`config.mk`:
```
export PLATFORM = sky130hd
export DESIGN_NAME = affinity_task_core_assigner
export DESIGN_NICKNAME = d
export VERILOG_FILES = /design/src/sv/atca_pkg.sv /design/src/sv/atca_pick.sv /design/src/sv/atca_state.sv /design/src/sv/affinity_task_core_assigner.sv
export VERILOG_INCLUDE_DIRS = /design/src /design/src/sv
export SDC_FILE = /design/constraint.sdc
export NUM_CORES = 1
export LEC_CHECK = 0
export BUFFER_PORTS_ARGS = -buffer_cell sky130_fd_sc_hd__buf_2
export CAP_MARGIN = 20
export CORE_MARGIN = 10
export CORE_UTILIZATION = 43
export CTS_BUF_LIST = sky130_fd_sc_hd__clkbuf_4 sky130_fd_sc_hd__clkbuf_8
export CTS_CLUSTER_SIZE = 28
export DETAILED_ROUTE_END_ITERATION = 16
export PLACE_DENSITY = 0.72
export SYNTH_ARGS = -nofsm -noshare
export SYNTH_HDL_FRONTEND = slang
export SYNTH_HIERARCHICAL = 1
export SYNTH_SLANG_ARGS = --single-unit
```
`constraint.sdc`:
```
create_clock -name clk_i -period 12.9 [get_ports clk_i]
set_input_delay 2.58 -clock clk_i [delete_from_list [all_inputs] [get_ports clk_i]]
set_output_delay 2.58 -clock clk_i [all_outputs]
set_load 0.02 [all_outputs]
```
`src/sv/affinity_task_core_assigner_assert.svh`:
```
// Assertion macros for the affinity task core assigner
`ifndef AFFINITY_TASK_CORE_ASSIGNER_ASSERT_SVH
`define AFFINITY_TASK_CORE_ASSIGNER_ASSERT_SVH

`ifndef ASSERT_OFF
`define ATCA_ASSERT(lbl, clk, rst_n, prop) \
  lbl: assert property (@(posedge clk) disable iff (!rst_n) prop) \
    else $error("assertion failed");
`define ATCA_ASSERT_NEXT(lbl, clk, rst_n, ante, cons) \
  lbl: assert property (@(posedge clk) disable iff (!rst_n) (ante) |=> (cons)) \
    else $error("assertion failed");
`else
`define ATCA_ASSERT(lbl, clk, rst_n, prop)
`define ATCA_ASSERT_NEXT(lbl, clk, rst_n, ante, cons)
`endif

`endif

```
`src/sv/atca_pkg.sv`:
```
// Shared types and constants for the affinity task core assigner
`default_nettype none
package atca_pkg;

  localparam int unsigned BatchSizeDef = 8;
  localparam int unsigned PosW         = 6;
  localparam int unsigned CntW         = PosW + 1;
  localparam int unsigned TypeW        = 8;
  localparam int unsigned LoadW        = 8;
  localparam int unsigned TotalW       = 32;
  localparam int unsigned CoreW        = 2;
  localparam int unsigned CostW        = 2;
  localparam int unsigned NumCores     = 3;
  localparam int unsigned CfgIdxW      = 2;
  localparam int unsigned CfgDataW     = 8;
  localparam int unsigned OutDataW     = 48;

  localparam logic [TypeW-1:0] AffReset0 = 8'd72;
  localparam logic [TypeW-1:0] AffReset1 = 8'd77;
  localparam logic [TypeW-1:0] AffReset2 = 8'd76;

  localparam logic [CoreW-1:0] Core0 = 2'd0;
  localparam logic [CoreW-1:0] Core1 = 2'd1;
  localparam logic [CoreW-1:0] Core2 = 2'd2;

  localparam logic [CostW-1:0] CostNone = 2'd0;
  localparam logic [CostW-1:0] CostFast = 2'd1;
  localparam logic [CostW-1:0] CostSlow = 2'd2;

  typedef enum logic [CfgIdxW-1:0] {
    RegMode = 2'd0,
    RegAff0 = 2'd1,
    RegAff1 = 2'd2,
    RegAff2 = 2'd3
  } cfg_reg_e;

  typedef logic [LoadW-1:0] load_t;
  typedef logic [TypeW-1:0] type_t;

  typedef struct packed {
    logic             assigned;
    logic [CoreW-1:0] core;
    logic [CostW-1:0] cost;
  } pick_t;

  typedef struct packed {
    logic              last;
    logic [LoadW-1:0]  span;
    logic [TotalW-1:0] total;
  } batch_t;

endpackage
`default_nettype wire

```
`src/sv/atca_pick.sv`:
```
// Core choice for one task: greedy affinity or round robin
`default_nettype none
module atca_pick (
  input  logic                                      mode_i,
  input  logic [atca_pkg::CoreW-1:0]                rr_core_i,
  input  atca_pkg::type_t                           task_type_i,
  input  atca_pkg::type_t [atca_pkg::NumCores-1:0]  aff_i,
  input  atca_pkg::load_t [atca_pkg::NumCores-1:0]  load_i,
  output atca_pkg::pick_t                           pick_o
);
  import atca_pkg::*;

  function automatic load_t load_at(input logic [CoreW-1:0] idx,
                                    input load_t [NumCores-1:0] loads);
    load_t res;
    case (idx)
      Core0:   res = loads[0];
      Core1:   res = loads[1];
      Core2:   res = loads[2];
      default: res = '0;
    endcase
    return res;
  endfunction

  function automatic type_t aff_at(input logic [CoreW-1:0] idx,
                                   input type_t [NumCores-1:0] affs);
    type_t res;
    case (idx)
      Core0:   res = affs[0];
      Core1:   res = affs[1];
      Core2:   res = affs[2];
      default: res = '0;
    endcase
    return res;
  endfunction

  logic [NumCores-1:0] match;
  logic                hit;
  logic [CoreW-1:0]    core_j, core_a, core_b, chosen;
  logic [LoadW:0]      lj, la, lb;

  always_comb begin
    for (int k = 0; k < NumCores; k++) begin
      match[k] = (aff_i[k] == task_type_i);
    end
    hit = |match;
    if (match[0]) begin
      core_j = Core0;
    end else if (match[1]) begin
      core_j = Core1;
    end else begin
      core_j = Core2;
    end
    core_a = (core_j == Core2) ? Core0 : core_j + 2'd1;
    core_b = (core_a == Core2) ? Core0 : core_a + 2'd1;

    lj = {1'b0, load_at(core_j, load_i)} + (LoadW+1)'(1);
    la = {1'b0, load_at(core_a, load_i)} + (LoadW+1)'(2);
    lb = {1'b0, load_at(core_b, load_i)} + (LoadW+1)'(2);

    if (mode_i) begin
      chosen = rr_core_i;
    end else if (lj <= la && lj <= lb) begin
      chosen = core_j;
    end else if (la <= lb) begin
      chosen = core_a;
    end else begin
      chosen = core_b;
    end

    pick_o.assigned = mode_i | hit;
    if (pick_o.assigned) begin
      pick_o.core = chosen;
      pick_o.cost = (aff_at(chosen, aff_i) == task_type_i) ? CostFast : CostSlow;
    end else begin
      pick_o.core = Core0;
      pick_o.cost = CostNone;
    end
  end

endmodule
`default_nettype wire

```
`src/sv/atca_state.sv`:
```
// Core loads, batch position and saturating run total
`default_nettype none
module atca_state #(
  parameter int unsigned BATCH_SIZE = atca_pkg::BatchSizeDef
) (
  input  logic                                      clk_i,
  input  logic                                      rst_ni,
  input  logic                                      step_i,
  input  atca_pkg::pick_t                           pick_i,
  output atca_pkg::load_t [atca_pkg::NumCores-1:0]  load_o,
  output logic [atca_pkg::CoreW-1:0]                rr_core_o,
  output atca_pkg::batch_t                          batch_o
);
  import atca_pkg::*;

  load_t [NumCores-1:0] load_q, load_d, load_new;
  logic [PosW-1:0]      pos_q, pos_d;
  logic [CoreW-1:0]     rr_q, rr_d;
  logic [TotalW-1:0]    total_q, total_d;
  logic [CntW-1:0]      pos_inc;
  logic [LoadW:0]       sum_load;
  logic [TotalW:0]      sum_total;
  load_t                load_max;
  logic                 last;

  always_comb begin
    for (int k = 0; k < NumCores; k++) begin
      if (pick_i.assigned && pick_i.core == CoreW'(k)) begin
        sum_load    = {1'b0, load_q[k]} + (LoadW+1)'(pick_i.cost);
        load_new[k] = sum_load[LoadW] ? '1 : sum_load[LoadW-1:0];
      end else begin
        sum_load    = '0;
        load_new[k] = load_q[k];
      end
    end
    load_max = load_new[0];
    if (load_new[1] > load_max) begin
      load_max = load_new[1];
    end
    if (load_new[2] > load_max) begin
      load_max = load_new[2];
    end

    pos_inc   = {1'b0, pos_q} + CntW'(1);
    last      = (pos_inc >= CntW'(BATCH_SIZE));
    sum_total = {1'b0, total_q} + (TotalW+1)'(load_max);

    if (last) begin
      total_d = sum_total[TotalW] ? '1 : sum_total[TotalW-1:0];
      load_d  = '0;
      pos_d   = '0;
      rr_d    = Core0;
    end else begin
      total_d = total_q;
      load_d  = load_new;
      pos_d   = pos_inc[PosW-1:0];
      rr_d    = (rr_q == Core2) ? Core0 : rr_q + 2'd1;
    end

    batch_o.last  = last;
    batch_o.span  = last ? load_max : '0;
    batch_o.total = total_d;
  end

  always_ff @(posedge clk_i or negedge rst_ni) begin
    if (!rst_ni) begin
      load_q  <= '0;
      pos_q   <= '0;
      rr_q    <= Core0;
      total_q <= '0;
    end else if (step_i) begin
      load_q  <= load_d;
      pos_q   <= pos_d;
      rr_q    <= rr_d;
      total_q <= total_d;
    end
  end

  assign load_o    = load_q;
  assign rr_core_o = rr_q;

endmodule
`default_nettype wire

```
`src/sv/affinity_task_core_assigner.sv`:
```
// Affinity task core assigner: top level with input, config and result registers
//
// Usage: each word on the s_axis channel carries one task type code. The block
// places the task on one of three cores, greedily by affinity (mode 0, where
// unmatched types stay unassigned) or round robin by batch position (mode 1),
// and returns one word per task on m_axis. m_axis_tlast marks the last word of
// each batch of BATCH_SIZE tasks, which carries batch time and updated total.
// Configuration: cfg_we_i writes cfg_data_i to register cfg_idx_i (0 mode,
// 1..3 core affinities); write only while no task is in flight.
// Path: a task word is captured in the input register and its result in the
// result register.
// Throughput: one task per cycle while m_axis_tready is high; the choice, the
// load update and the total add sit between the input and result registers.
// Stall: while the receiver holds m_axis_tready low the result is held and the
// input register still takes one more word, then s_axis_tready drops.
// Reset: loads, batch position and total clear, mode returns to greedy and
// the affinities return to 'H', 'M' and 'L'.
`default_nettype none
`include "affinity_task_core_assigner_assert.svh"
module affinity_task_core_assigner #(
  parameter int unsigned BATCH_SIZE = atca_pkg::BatchSizeDef
) (
  input  logic                            clk_i,
  input  logic                            rst_ni,
  input  logic                            s_axis_tvalid,
  output logic                            s_axis_tready,
  // [7:0] task_type
  input  logic [atca_pkg::TypeW-1:0]      s_axis_tdata,
  output logic                            m_axis_tvalid,
  input  logic                            m_axis_tready,
  // [0] assigned, [2:1] core_sel, [4:3] task_cost, [12:5] batch_time,
  // [44:13] total_time, [47:45] zero
  output logic [atca_pkg::OutDataW-1:0]   m_axis_tdata,
  output logic                            m_axis_tlast,
  input  logic                            cfg_we_i,
  input  logic [atca_pkg::CfgIdxW-1:0]    cfg_idx_i,
  input  logic [atca_pkg::CfgDataW-1:0]   cfg_data_i
);
  import atca_pkg::*;

  logic                 in_vld_q, in_vld_d;
  type_t                in_type_q;
  logic                 out_vld_q, out_vld_d;
  pick_t                out_pick_q;
  batch_t               out_batch_q;
  logic                 mode_q;
  type_t [NumCores-1:0] aff_q;
  logic                 s_fire, advance;

  load_t [NumCores-1:0] load;
  logic [CoreW-1:0]     rr_core;
  pick_t                pick;
  batch_t               batch;

  assign advance       = in_vld_q && (!out_vld_q || m_axis_tready);
  assign s_axis_tready = !in_vld_q || advance;
  assign s_fire        = s_axis_tvalid && s_axis_tready;

  always_comb begin
    in_vld_d = in_vld_q;
    if (s_fire) begin
      in_vld_d = 1'b1;
    end else if (advance) begin
      in_vld_d = 1'b0;
    end
    out_vld_d = out_vld_q;
    if (advance) begin
      out_vld_d = 1'b1;
    end else if (m_axis_tready) begin
      out_vld_d = 1'b0;
    end
  end

  always_ff @(posedge clk_i or negedge rst_ni) begin
    if (!rst_ni) begin
      in_vld_q  <= 1'b0;
      out_vld_q <= 1'b0;
    end else begin
      in_vld_q  <= in_vld_d;
      out_vld_q <= out_vld_d;
    end
  end

  always_ff @(posedge clk_i) begin
    if (s_fire) begin
      in_type_q <= s_axis_tdata;
    end
    if (advance) begin
      out_pick_q  <= pick;
      out_batch_q <= batch;
    end
  end

  always_ff @(posedge clk_i or negedge rst_ni) begin
    if (!rst_ni) begin
      mode_q   <= 1'b0;
      aff_q[0] <= AffReset0;
      aff_q[1] <= AffReset1;
      aff_q[2] <= AffReset2;
    end else if (cfg_we_i) begin
      case (cfg_reg_e'(cfg_idx_i))
        RegMode: mode_q   <= cfg_data_i[0];
        RegAff0: aff_q[0] <= cfg_data_i;
        RegAff1: aff_q[1] <= cfg_data_i;
        RegAff2: aff_q[2] <= cfg_data_i;
        default: mode_q   <= mode_q;
      endcase
    end
  end

  atca_pick u_pick (
    .mode_i      (mode_q),
    .rr_core_i   (rr_core),
    .task_type_i (in_type_q),
    .aff_i       (aff_q),
    .load_i      (load),
    .pick_o      (pick)
  );

  atca_state #(
    .BATCH_SIZE (BATCH_SIZE)
  ) u_state (
    .clk_i     (clk_i),
    .rst_ni    (rst_ni),
    .step_i    (advance),
    .pick_i    (pick),
    .load_o    (load),
    .rr_core_o (rr_core),
    .batch_o   (batch)
  );

  assign m_axis_tvalid = out_vld_q;
  assign m_axis_tlast  = out_batch_q.last;
  assign m_axis_tdata  = {3'b000, out_batch_q.total, out_batch_q.span,
                          out_pick_q.cost, out_pick_q.core, out_pick_q.assigned};

  `ATCA_ASSERT(a_unassigned_zero, clk_i, rst_ni, (m_axis_tvalid && !out_pick_q.assigned) |-> (out_pick_q.core == Core0 && out_pick_q.cost == CostNone))
  `ATCA_ASSERT(a_span_only_at_end, clk_i, rst_ni, (m_axis_tvalid && !out_batch_q.last) |-> (out_batch_q.span == '0))
  `ATCA_ASSERT(a_cost_iff_assigned, clk_i, rst_ni, m_axis_tvalid |-> (out_pick_q.assigned == (out_pick_q.cost != CostNone)))
  `ATCA_ASSERT(a_full_blocks_input, clk_i, rst_ni, (in_vld_q && out_vld_q && !m_axis_tready) |-> !s_axis_tready)
  `ATCA_ASSERT_NEXT(a_take_fills, clk_i, rst_ni, s_fire, in_vld_q)

endmodule
`default_nettype wire

```
; ---- Word-level counts from Yosys, hierarchy flattened
; Cells that the tools add are included.
; Widths: inputs -> output; s select.
[word_totals]
mem_bits_ro = 0
inputBits = 23
latch_bits = 0
memories = 0
output_inout_bits = 51
wordCells = 110
ram_bits = 0
ff_bits = 145
[classes]
n_bitwise = 1
shift = 0
mul = 0
n_mux = 32
eq_ne = 18
n_div = 0
add_sub_neg = 11
reduce_logical = 23
magnitude_cmp = 6
[ops]
columns = op, count
row1 = $pmux 8 s3, 4
row2 = $mux 8, 9
row3 = $mux 32, 2
row4 = $add 32x8->33, 1
row5 = $eq 8x8->1, 4
row6 = $add 8x2->9, 3
row7 = $le 9x9->1, 3
row8 = $mux 24, 1
row9 = $mux 2, 10
row10 = $add 8x2->9 const B, 2
row11 = $eq 2x2->1 const B, 8
row12 = $gt 8x8->1, 2
row13 = $eq 2x1->1 const B, 6
row14 = $logic_not 2->1, 6
row15 = $add 8x1->9 const B, 1
row16 = $reduce_and 2->1, 4
row17 = $add 6x1->7 const B, 1
row18 = $ge 7x4->1 const B, 1
row19 = $add 2x1->2 const B, 3
row20 = $logic_and 1x1->1, 6
row21 = $mux 6, 1
row22 = $mux 1, 4
row23 = $mux 4, 1
row24 = $reduce_bool 2->1, 2
row25 = 4 further kinds, 6

; ---- Longest topological paths before layout
[logic_depth]
ltp_word = 30
mapped_depth = 59
mapped_depth_nobuf = 54

; ---- Cells and area by module
; Netlist, hierarchy kept.
[modules_own_cells]
columns = mod, area_each_um2, seq_area_each_um2, cells_each, n_inst
row1 = atca_state, 5332.6, 1601.5, 618, 1
row2 = affinity_task_core_assigner, 2695.1, 2308.5, 120, 1
row3 = atca_pick, 2692.6, 0.0, 376, 1

; ---- Worst setup path after synthesis
; OpenSTA, ideal clock, no wires.
[synth_path]
kind = reg2reg
startpoint = reg in_type_q[2]
endpoint = reg out_batch_q, in the netlist m_axis_tdata[41] (data pin)
required_ps = 12638
setup_time_ps = 262
t_arrival_ps = 11808
path_buffers = 4
period_less_slack_ps = 12070
stages_incl_launch_ff = 56
slack_ps = 830
path_cell_list = edfxtp_1 buf_2 xnor2_1 nand4_1 nor2_2 clkbuf_1 mux2i_1 o21ai_0 ha_1 xnor2_1 ha_1 a21o_1 a21oi_1 a21boi_0 o21ai_0 nor2b_1 mux2_1 nor4_1 [20 not listed] mux2_2 ha_1 nor2b_1 o21a_1 o21ai_0 a21o_1 clkbuf_1 mux2i_1 ha_1 inv_1 fa_1 nand2b_1 a21oi_1 o211ai_1 a21oi_1 buf_2 nand3_1 mux2_1
[synth_lines]
columns = item, line_no
row1 = start: declaration, affinity_task_core_assigner.sv:42  ; type_t in_type_q;
row2 = start signal: assignment, affinity_task_core_assigner.sv:86  ; in_type_q <= s_axis_tdata;
row3 = end signal: assignment, affinity_task_core_assigner.sv:90  ; out_batch_q <= batch;
row4 = end: declaration, affinity_task_core_assigner.sv:45  ; batch_t out_batch_q;

==> results.txt <==
----------------------------------------------------
[Setup path]
  Crit path max-delay cell type ... sky130_fd_sc_hd__edfxtp_1
  Data arrival, critical path ... between 10 and 15 ns
  Register-to-register setup slack ... 0.58 ns
  Worst setup path category ... reg -> reg
  Startpoint of the worst-slack reg-to-reg timing path ... in_type_q[0]
  Setup crit start kind ... flop
  Capturing element type of the critical path ... flop
  Highest cell delay on the worst timing path ... between 0.5 and 0.6 ns
  Depth of the worst register-to-register path ... 53
  Largest driver fanout on the critical path ... 17
  Required arrival time at the worst endpoint ... approximately 13 ns
  Reg2reg end ... m_axis_tdata[41]

[Run]
  Max-cap violations ... 0

[Synth]
  Sequential cell area fraction in the yosys report ... 0.3647
  Syn avg cell area ... 9.623 um^2
  EDFF count, synth ... 54
  Arithmetic-cell share of the synthesized area counting full adders, half adders and majority gates ... 0.07738
  Async set or reset register ratio after synthesis ... 0.6276
  Number of warnings issued by yosys ... 6
  Xor/xnor share of the synthesized area ... 0.05801
  Simple-Gate Fraction of Synth Area ... 0.1758
  Count leader, synth ... sky130_fd_sc_hd__nand2_1
  Main combinational cell family by area after synthesis ... compound AO/OA/AOI/OAI gates
  Synthesized instance count ... about 1100
  Synth area leaders ... sky130_fd_sc_hd__dfrtp_1, sky130_fd_sc_hd__edfxtp_1, sky130_fd_sc_hd__ha_1
  Ranking of synthesized cells by instance count ... sky130_fd_sc_hd__nand2_1, sky130_fd_sc_hd__dfrtp_1, sky130_fd_sc_hd__nor2_1, sky130_fd_sc_hd__a21oi_1, sky130_fd_sc_hd__ha_1
  Number of synthesized register bits ... 145
  Combined area of all synthesized cells ... 0.01072 mm^2
  Mux cell area share after synthesis ... 0.07575
  Top cell type's share of synthesized area ... 0.1914
  Top cell type by total area after synthesis ... sky130_fd_sc_hd__dfrtp_1
  Compound-gate portion of the synthesized area ... 0.2011
  Distinct cell type count of the synthesized netlist ... 93
  Prevailing post-synth register cell ... sky130_fd_sc_hd__dfrtp_1

[Hold path]
  Worst hold path type ... reg -> reg
  Min-Delay Path Depth ... 1
  Endpoint of the worst hold path ... u_state/pos_q[4]
  Startpoint of the tightest hold check path ... u_state/pos_q[4]

[Detailed routing]
  Antenna-violating nets left ... 0
  Count of TritonRoute iterations in the first routing pass ... 5
  DR vias/cell ... 5.970
  Total wire length after detailed routing ... 29160 um
  Residual DRC ... 0
  Routed via count ... 9110
  First-iteration detailed-routing DRC count ... 947
  Final routed wire length divided by cell count ... between 15 and 20 um

[Die]
  # IOs ... 74
  Core area ... around 0.024 mm^2
  Starting density of the core ... 0.4395
  Y dimension of the die ... around 180 um
  Floorplan die width ... between 150 and 200 um
  Rows ... 57
  Die area ... between 0.03 and 0.04 mm^2

[Clock network]
  Maximum level of the CTS H-tree ... 4
  Number of buffers created by CTS ... 17
  Clock network latency to the later pin of the worst-skew pair ... roughly 0.47 ns
  CTS tree ... yes
  Count of clock tree sinks ... roughly 150
  Clk slew on worst S/H paths ... about 0.09 ns
  Clk buf depth ... 2
  Cts-stage hold buffer count ... 0
  Root buffer cell ... sky130_fd_sc_hd__clkbuf_8

[Global routing]
  Number of global-route vias before repair ... around 8700
  GRT Residual Overflow ... 0
  Global-route wire length before repair ... between 40000 and 50000 um
  Initial antenna violation count ... 0
  Total Routing Usage GR ... 0.1813
  Maximum number of pins on one net before global-route repair ... 77

[Place]
  Total instance count after detailed placement ... approximately 1500
  DP Wirelength ... approximately 21000 um
  Post-placement setup slack ... approximately 0.11 ns
  Count of buffers inserted at the top-level ports ... 70
  Placed inst area ... around 0.011 mm^2
  Final weighted congestion in routability-driven placement ... roughly 0.95

[Cells and area]
  Final cell area excluding filler cells ... between 0.01 and 0.015 mm^2
  Growth of design area from synthesis to finish ... 11.86%
  Number of inserted diodes ... 0
  Number of cells in the finished layout apart from fillers ... roughly 1500
  Net count reported at finish ... between 1000 and 1500
  Share of the core filled with cells ... 0.4916
  Ratio of cells with drive above 1 in the final layout ... 0.2088

[STA]
  Max-slew violation count ... 0
  Clock skew ... slightly below 0.02 ns
  Finish-stage setup viols ... 0
  Final hold viol count ... 0
  Fin crit share ... 0.9551
  Fin worst setup slack ... 0.5786 ns
  Max_slew headroom ... 0.3557
  Slew of the pin with the lowest slew margin ... about 0.97 ns
  Minimum period implied by the final worst setup slack ... between 10 and 15 ns
  Max frequency ... between 80 and 90 MHz
  Hold WS ... between 0.5 and 0.6 ns

[Power]
  Pwr dens ... about 220 mW/mm^2
  Maximum ir drop on the vdd rail ... approximately 0.15 mV
  Leakage power total ... around 5.0 nW

[Run status]
  Result of the run ... completed

----------------------------------------------------
[flip-flops by register name, summed over array words and instances, names as in the netlist]
name               count
u_state/rr_core_o      2
in_vld_q               1
m_axis_tvalid          1
u_state/pos_q          6
aff_q                 24
u_state/load_o        24
mode_q                 1
m_axis_tlast           1
in_type_q              8
m_axis_tdata          45
u_state/total_q       32
[layout by cell type, fill, tap and decap left out, types with 17 or more instances in the layout]
| cell type | n |
|---|---|
| sky130_fd_sc_hd__clkbuf_8 | 17 |
| sky130_fd_sc_hd__mux2i_1 | 33 |
| sky130_fd_sc_hd__and3_1 | 22 |
| sky130_fd_sc_hd__nor3_1 | 18 |
| sky130_fd_sc_hd__a21oi_1 | 61 |
| sky130_fd_sc_hd__xnor2_1 | 36 |
| sky130_fd_sc_hd__nor2_1 | 63 |
| sky130_fd_sc_hd__buf_4 | 39 |
| sky130_fd_sc_hd__o21ai_0 | 46 |
| sky130_fd_sc_hd__xor2_1 | 29 |
| sky130_fd_sc_hd__dfrtp_1 | 82 |
| sky130_fd_sc_hd__a31oi_1 | 31 |
| sky130_fd_sc_hd__ha_1 | 58 |
| sky130_fd_sc_hd__mux2_2 | 37 |
| sky130_fd_sc_hd__o2bb2ai_1 | 19 |
| sky130_fd_sc_hd__nand4_1 | 24 |
| sky130_fd_sc_hd__nand2_1 | 85 |
| sky130_fd_sc_hd__nand3_1 | 50 |
| sky130_fd_sc_hd__inv_1 | 49 |
| sky130_fd_sc_hd__edfxtp_1 | 54 |
| sky130_fd_sc_hd__buf_2 | 69 |
[how the worst max path moves through the flow]
| stage | slack (ns) | end | depth (start not counted) | start |
|---|---|---|---|---|
| 2_1_floorplan | 0.83 | m_axis_tdata[41] | 55 | in_type_q[2] |
| 3_3_place_gp | 0.32 | m_axis_tdata[38] | 52 | in_type_q[5] |
| 3_5_place_dp | 0.11 | m_axis_tdata[23] | 55 | in_type_q[2] |
| 4_1_cts | 0.04 | m_axis_tdata[29] | 55 | in_type_q[2] |
| 5_1_grt | -0.06 | m_axis_tdata[41] | 54 | in_type_q[0] |
| 6_report | 0.58 | m_axis_tdata[41] | 53 | in_type_q[0] |
[timing repair]
item	CTS	global route
setup buffers	0	12
resized for setup	0	24
setup endpoints to repair	0	64
[layer usage]
layer | GRT usage | part of all wire
met4 | 0.05314 | 0.018
met5 | 0 | 0
met1 | 0.2456 | 0.46
met3 | 0.03294 | 0.052
met2 | 0.2888 | 0.47
[kinds of logic (layout without fill, tap and decap cells)]
family	Yosys count	after routing
buffers and inverters	105	191
and+or+nand+nor	355	355
other	1	3
DFF	145	145
AOI/OAI and AO/OA	297	297
adders and majority gates	64	64
muxes	76	76
xor gates and xnor gates	71	71
[worst max-delay path, delay by kind of cell (launching register included)]
family / cells / cell delay, ns
DFF: 1 / 0.56
buffers and inverters: 8 / 1.14
muxes: 8 / 2.26
and+or+nand+nor: 12 / 2.47
adders and majority gates: 7 / 2.24
xor gates and xnor gates: 3 / 0.68
AOI/OAI and AO/OA: 15 / 2.69
[layout make-up]
type / instances / area (um^2)
clock buffers: 17 / 234.0
repair buffers: 109 / 658.1
multi-input cells: 866 / 6416
fillers: 2277 / 12400
inverters: 50 / 187.7
flip-flops and latches: 145 / 3910
clock inverters: 15 / 180.2
well taps: 324 / 405.4
[report_power, final]
group	total, mW	internal, mW	switching (mW)
sequential	0.653	0.564	0.0885
combinational	1.61	0.672	0.940
clock	0.382	0.165	0.217
[through the flow]
stage / setup TNS (ns) / power [mW]
after global placement: 0 / 2.157
after CTS: 0 / 2.579
after global routing: -0.3626 / 2.836
after floorplan: 0 / 1.828
after detailed placement: 0 / 2.187
final: 0 / 2.648
Note: power is estimated with default switching activity, not from simulation.
